`src/rtl/hrrn_ram.sv`:
```
// Generic single-port-write, single-port-read RAM with registered read data.
module hrrn_ram #(
  parameter int WIDTH = 8,
  parameter int DEPTH = 16
) (
  input  logic                     clk,
  input  logic                     we,
  input  logic [$clog2(DEPTH)-1:0] waddr,
  input  logic [WIDTH-1:0]         wdata,
  input  logic [$clog2(DEPTH)-1:0] raddr,
  output logic [WIDTH-1:0]         rdata
);
  logic [WIDTH-1:0] mem [DEPTH];

  always_ff @(posedge clk) begin
    if (we) begin
      mem[waddr] <= wdata;
    end
    rdata <= mem[raddr];
  end
endmodule
```
`config.mk`:
```
export PLATFORM = sky130hd
export DESIGN_NAME = hrrn_ram
export DESIGN_NICKNAME = d
export VERILOG_FILES = /design/src/rtl/hrrn_ram.sv
export SDC_FILE = /design/constraint.sdc
export NUM_CORES = 1
export LEC_CHECK = 0
export BUFFER_PORTS_ARGS = -buffer_cell sky130_fd_sc_hd__clkbuf_2
export CAP_MARGIN = 20
export CORE_ASPECT_RATIO = 1.1
export CORE_MARGIN = 5
export CORE_UTILIZATION = 32
export CTS_CLUSTER_DIAMETER = 80
export DETAILED_ROUTE_END_ITERATION = 7
export GPL_ROUTABILITY_DRIVEN = 0
export PLACE_DENSITY = 0.55
export SYNTH_ARGS = -nofsm -noshare
export SYNTH_HDL_FRONTEND = slang
export SYNTH_SLANG_ARGS = --single-unit
```
`constraint.sdc`:
```
create_clock -name clk -period 2.3 [get_ports clk]
set_clock_uncertainty 0.1 [all_clocks]
set_input_delay 0.23 -clock clk [delete_from_list [all_inputs] [get_ports clk]]
set_output_delay 0.23 -clock clk [all_outputs]
set_load 0.01 [all_outputs]
```
Word level (Yosys, flattened, before mapping)
Memories as Yosys holds them, arrays and structs flattened. A register that Yosys moved wholly into a read port is not among the register bits.
Index checks and enable logic that the tools add are counted.
{"block": "word_totals", "register_bits": 0, "mem_bits_rw": 128, "in_bits": 18, "out_inout_bits": 8, "wordCells": 3, "n_memories": 1}
{"memory": "mem", "depth": 16, "word_bits": 8, "read_ports": 1, "rd_clocked_by_memory_dff": 1, "wr": 1, "line_no": "13", "rtl": "logic [WIDTH-1:0] mem [DEPTH];"}
{"block": "op_classes", "n_mux": 2}
{"op": "$mux 1", "n": 2}

Logic depth before layout (Yosys ltp)
Gate-level depths: netlist (run 1).
{"block": "logic_depth", "depth_word": 2, "ltp_mapped": 5, "mapped_depth_nobuf": 3}

Worst setup path before layout (run 1)
OpenSTA, ideal clock, no wires.
{"block": "synth_path", "kind": "input to register", "from": "input port waddr[2]", "to": "memory mem[0][0], enable pin", "arrival_time_ns": 1.340, "path_slack_ns": 0.477, "cell_stages": 2, "path_buffers": 0, "path_cell_list": "or3b_2 -> nor3_1"}
{"item": "start: declaration", "line_no": "8", "rtl": "input logic [$clog2(DEPTH)-1:0] waddr,"}
{"item": "end: declaration", "line_no": "13"}
Straight into the memory's write port.

==> impl_metrics.json, run 1 <==
{
  "fin_tns_setup_ns": 0,
  "grt_remaining_overflow": 0,
  "io_pins": 26,
  "cp.arrival_ns": 1.65,
  "synth-adder-area-share": 0,
  "detail_route.iter0.violations": 182,
  "grt_max_degree": 33,
  "p_int_mw": 4.90,
  "grt_pass1_vias": 2640,
  "htreeDepth": 4,
  "design.die.area_mm2": 0.0187,
  "layout_setup_ws_ns": 0.844,
  "busiest_layer": "met2",
  "fp.dieH_um": 143,
  "final.period_utilization": 0.633,
  "run_status": "finished, final reports clean",
  "synth_largest_area_cell": "edfxtp_1",
  "clk_slew_on_worst_s_h_paths_ns": 0.06,
  "cts_resized": 0,
  "postSynthAreaPerCell_um2": 22.5,
  "synth.yosys.seq_area_share": 0.778,
  "syn-num-nets": 247,
  "worst_ep_required_time_ns": 2.49,
  "dieWidth_um": 131,
  "floorplan.initialDensity": 0.327,
  "synth_warnings": 0,
  "ys_ff_latch": 136,
  "layout-drive-gt1-share": 0.314,
  "pwr-share-seq": 0.462,
  "synth.top_cells.by_area": "edfxtp_1 75%, mux4_2 7.9%, mux4_1 7.1%, dfxtp_1 3.1%, a22oi_1 2.3%",
  "clock_power_share": 0.495,
  "ir_drop_uv": 442,
  "synth-xor-area-share": 0,
  "cts_buffers": 17,
  "hold_viol_final": 0,
  "syn-instance-count": 229,
  "hpwl_um": 6390,
  "final_wirelength_um": 10200,
  "max-slew-margin-rel": 0.723,
  "max_freq_mhz": 687,
  "drt-wirelength-per-cell_um": 20.5,
  "slew_viol_final": 0,
  "worst_min_delay_path_category": "in2reg",
  "insertedDiodeCount": 0,
  "synth_top_area_share": 0.747,
  "p_sw_frac": 0.188,
  "final_core_utilization": 0.398,
  "synth_simple_gate_area_frac": 0.0318,
  "cpPeakStageDelay_ns": 0.50,
  "startpoint_type": "flip-flop",
  "synth.mux.area_fraction": 0.150,
  "grtUsageMet2": 0.184,
  "drt.antenna.violating_nets": 0,
  "final_area_mm2": 0.00627,
  "via_count": 2415,
  "post_synth_instance_area_mm2": 0.00515,
  "cts_tree": "done",
  "power_density_mw_per_mm2": 963,
  "timing.critical_path.slowest_stage_cell": "mux4_1",
  "global_route.usage.total": 0.120,
  "synth-compound-area-share": 0.0233,
  "p_switching_mw": 1.13,
  "power_frac_comb": 0.043,
  "drv_cap": 0,
  "port_buffers": 25,
  "first_pass_grt_wire_length_um": 15800,
  "dpl_worst_slack_ns": 0.414,
  "placement.cell_area_mm2": 0.00561,
  "classification_of_the_worst_setup_path": "reg2reg",
  "std_cell_rows": 48,
  "groute.layer.met3.usage": 0.0453,
  "static-leakage-power_nw": 2.12,
  "report.final.setup_viol": 0,
  "biggest_fanout_along_the_worst_timing_path": 1,
  "synth.lib_cells_used.distinct": 19,
  "grt_util_met1": 0.160,
  "synth_top_family_by_area": "multiplexers",
  "drc": 0,
  "nNetsFinal": 301,
  "clock_sinks": 136,
  "layout_min_cycle_time_ns": 1.46,
  "maximum_clock_path_buffer_count": 2,
  "viasPerCell": 4.87,
  "crit_path_cell_trace": "mux4_1 > a22oi_1 > nand2_1",
  "cts_setup_buffers": 0,
  "worst_skew_pair.late_latency_ns": 0.41,
  "drt_first_pass_iters": 4,
  "antenna_found_initial": 0,
  "core_region_area_mm2": 0.0157,
  "setup_repair_after_global_routing_missed_its_margin": "false",
  "clock_tree_root_buffer_cell": "clkbuf_16",
  "timing_worst_slew_pin_value_ns": 0.416,
  "worstSetupEndpointType": "flip-flop",
  "area_delta_synth_final_pct": 21.8,
  "ctsHoldBuffers": 0
}
[synth_stat cells]
library cell,count
nand2_1,9
nand3b_1,2
nor2b_1,1
a22oi_1,16
nor2_1,13
clkdlybuf4s25_2,3
dfxtp_1,8
nand3_1,1
edfxtp_1,128
buf_2,3
and2_1,1
and2b_1,1
buf_6,3
buf_4,1
nor3_1,4
mux4_2,18
mux4_1,14
nand2b_1,2
or3b_2,1
[flip-flops by register name (all words and copies together) (netlist names)]
| register | count |
|---|---|
| mem | 128 |
| rdata | 8 |
[path summary, 6_finish.rpt]
path              cells after the start  slack (ns)        end       from
hold reg to reg                       3        0.59   rdata[1]  mem[4][1]
hold / removal                        1        0.14  mem[4][7]   wdata[7]
setup / recovery                      3        0.84   rdata[3]  mem[0][3]
setup reg to reg                      3        0.84   rdata[3]  mem[0][3]
[placed cells by master, fill, tap and decap left out]
master,count
a22oi_1,16
bufinv_16,6
clkbuf_1,1
clkinvlp_4,3
nand2_1,9
or3b_2,1
nand2b_1,2
nor2b_1,1
edfxtp_1,128
clkinv_2,2
clkbuf_16,17
mux4_2,18
dfxtp_1,8
nor3_1,4
mux4_1,14
clkinv_1,2
buf_4,18
and2_1,1
nor2_1,13
nand3b_1,2
buf_12,2
clkinv_4,1
clkbuf_2,25
and2b_1,1
nand3_1,1
[final cells by class]
cell class / count / area (µm²)
Clock buffer: 18 / 429
Clock inverter: 14 / 229
Fill cell: 1437 / 9470
Multi-Input combinational cell: 83 / 1060
Sequential cell: 136 / 4000
Tap cell: 200 / 250
Timing Repair Buffer: 45 / 300
[kinds of logic after synthesis]
kind of cell | after synthesis
flops | 136
simple gates | 35
mux | 32
compound gates | 16
buf+inv | 10
[layer usage]
metal  vias to the layer above  part of all wire
met4                         0            0.0093
li1                       1085                 -
met5                         -                 0
met3                         8             0.057
met2                        68              0.48
met1                      1254              0.45
[critical path, delay by kind of cell, from the launching register on]
kind / cells / cell delay [ns]
muxes: 1 / 0.50
DFF: 1 / 0.36
AOI/OAI and AO/OA: 1 / 0.29
and+or+nand+nor: 1 / 0.09
[stage by stage]
step | cells | power, mW | hold WS [ns]
after detailed placement | 464 | 3.11 | 0.521
after CTS | 496 | 6.10 | 0.143
after global routing | 496 | 6.26 | 0.159
final | 496 | 6.04 | 0.144
after floorplan | 229 | 2.98 | 0.229
after global placement | 464 | 3.10 | 0.522
[power by group through the flow]
stage,Combinational [mW],Clock (mW),Sequential [mW]
floorplan,0.141,0,2.84
CTS,0.267,3.04,2.79
global placement,0.260,0,2.84
detailed placement,0.267,0,2.84
global route,0.287,3.18,2.79
finish,0.261,2.99,2.79
Note: power is estimated with default switching activity, not from simulation.
==> run 2: changes to the inputs <==
- PLACE_DENSITY: 0.55 -> 0.57
- clock period: 2.3 -> 1.2 ns (I/O delays scaled with it)
==> impl_metrics.json, run 2 (synthesized netlist as in run 1, its figures left out) <==
{
  "clock_tree_root_buffer_cell": "clkbuf_16",
  "hp-start": "wdata[2]",
  "port_buffers": 25,
  "global_route.usage.total": 0.116,
  "detail_route.iter0.violations": 269,
  "final_wirelength_um": 9880,
  "worst_ep_required_time_ns": 1.39,
  "layout_setup_ws_ns": -0.171,
  "grt_max_degree": 20,
  "max-slew-margin-rel": 0.353,
  "drt_first_pass_iters": 4,
  "max_freq_mhz": 730,
  "biggestRegsByFlops": "mem x128, rdata x8",
  "startpoint_type": "flip-flop",
  "fp.dieH_um": 143,
  "slew_viol_final": 0,
  "busiest_layer": "met2",
  "grt_pass1_vias": 2598,
  "cts_tree": "done",
  "std_cell_rows": 48,
  "grt_remaining_overflow": 0,
  "drt-wirelength-per-cell_um": 19.5,
  "timing.hold.worst_endpoint": "mem[8][2]",
  "final.fill_count": 1379,
  "power_density_mw_per_mm2": 1830,
  "ctsHoldBuffers": 0,
  "dpl.cell_count": 474,
  "worst_skew_pair.late_latency_ns": 0.41,
  "insertedDiodeCount": 0,
  "static-leakage-power_nw": 2.16,
  "hold_viol_final": 0,
  "power_frac_comb": 0.049,
  "cp.arrival_ns": 1.56,
  "final_common_cell": "edfxtp_1",
  "timing_worst_slew_pin_value_ns": 0.969,
  "placement.cell_area_mm2": 0.00574,
  "worstSetupEndpointType": "flip-flop",
  "dieWidth_um": 131,
  "pwr-share-seq": 0.451,
  "r2r_start": "mem[3][6]",
  "via_count": 2403,
  "final.period_utilization": 1.14,
  "clock_sinks": 136,
  "design.die.area_mm2": 0.0187,
  "core_region_area_mm2": 0.0157,
  "area_delta_synth_final_pct": 25.5,
  "worst_min_delay_path_category": "in2reg",
  "violations": "negative setup slack",
  "drc": 0,
  "antenna_found_initial": 0,
  "clock_power_share": 0.500,
  "viasPerCell": 4.75,
  "layout_min_cycle_time_ns": 1.37,
  "largest_register": "mem",
  "layout-drive-gt1-share": 0.431,
  "htreeDepth": 4,
  "final_cell_mix": "128 x edfxtp_1, 32 x mux4_2, 25 x clkbuf_2",
  "run_status": "finished, violations left",
  "p_int_mw": 9.68,
  "report.final.setup_viol": 8,
  "setup_repair_after_global_routing_missed_its_margin": "true",
  "p_sw_frac": 0.184,
  "hpwl_um": 6770,
  "floorplan.initialDensity": 0.327,
  "largest_register_ff_count": 128,
  "cts_buffers": 17,
  "grt_util_met1": 0.155,
  "reg2reg_depth": 3,
  "fin_cells": 506,
  "first_pass_grt_wire_length_um": 15500,
  "maximum_clock_path_buffer_count": 2,
  "drv_cap": 0,
  "ir_drop_uv": 968,
  "nNetsFinal": 311,
  "fin_tns_setup_ns": -1.06,
  "rr_endpoint": "rdata[6]",
  "classification_of_the_worst_setup_path": "reg2reg",
  "r2r_setup_slack_ns": -0.17,
  "drt.antenna.violating_nets": 0,
  "p_switching_mw": 2.18,
  "grtUsageMet2": 0.177,
  "clk_slew_on_worst_s_h_paths_ns": 0.06,
  "cts_setup_buffers": 0,
  "biggest_fanout_along_the_worst_timing_path": 1,
  "groute.layer.met3.usage": 0.0344,
  "final_area_mm2": 0.00646,
  "io_pins": 26,
  "cell_count_of_the_worst_hold_path": 1
}
-- run 2: cell count changes in the layout (fill, tap and decap cells not counted), sizes merged --
cell | before | now
buf | 20 | 30
clkinvlp | 3 | 0
inv | 0 | 2
bufinv | 6 | 7
clkbuf | 43 | 44
clkinv | 5 | 4
-- run 2: worst max-delay path: stages, from the launching register on --
cell      delay, ns
edfxtp_1       0.37
mux4_2         0.48
a22oi_2        0.23
nand2_1        0.07
-- run 2: power by group through the flow --
stage | clock network (mW) | logic (mW) | registers, mW
floorplan | 0 | 0.303 | 5.45
global placement | 0 | 0.561 | 5.44
detailed placement | 0 | 0.569 | 5.45
CTS | 6.02 | 0.591 | 5.35
global route | 6.26 | 0.628 | 5.36
finish | 5.93 | 0.578 | 5.35
-- run 2: cell type report --
type	count	area, µm²	share of cell area
Clock inverter	13	249	0.0385
Sequential cell	136	4000	0.620
Clock buffer	19	433	0.0670
Multi-Input combinational cell	83	1100	0.170
Timing Repair Buffer	55	425	0.0658
Tap cell	200	250	0.0387
-- run 2: worst max-delay path by stage --
| stage | from | endpoint | slack [ns] |
|---|---|---|---|
| finish | mem[3][6] | rdata[6] | -0.17 |
| floorplan | waddr[2] | mem[0][0] | -0.15 |
| detailed placement | raddr[0] | rdata[7] | -0.41 |
| global route | mem[3][6] | rdata[6] | -0.20 |
| CTS | mem[3][6] | rdata[6] | -0.16 |
| global placement | raddr[0] | rdata[6] | -0.42 |
-- run 2: per-stage QoR --
step                      utilization  setup WS [ns]  hold slack (ns)  total power [mW]
after floorplan                     -         -0.153            0.119              5.75
after global placement          0.365         -0.418            0.415              6.00
after detailed placement        0.365         -0.412            0.420              6.02
after CTS                       0.410         -0.160           0.0315              12.0
after global routing            0.411         -0.205           0.0453              12.2
final                           0.411         -0.171           0.0441              11.9
-- run 2: per-layer routing --
layer  vias to the layer above  wire length, µm
met1                      1253             4520
li1                       1088                -
met3                        12              386
met2                        50             4830
met5                         -                0
met4                         0              142
-- run 2: what timing repair did --
item                                    4_1_cts  5_1_grt
gates resized for setup                       9        1
pin swaps                                     7        2
endpoints found under the setup margin        8        8
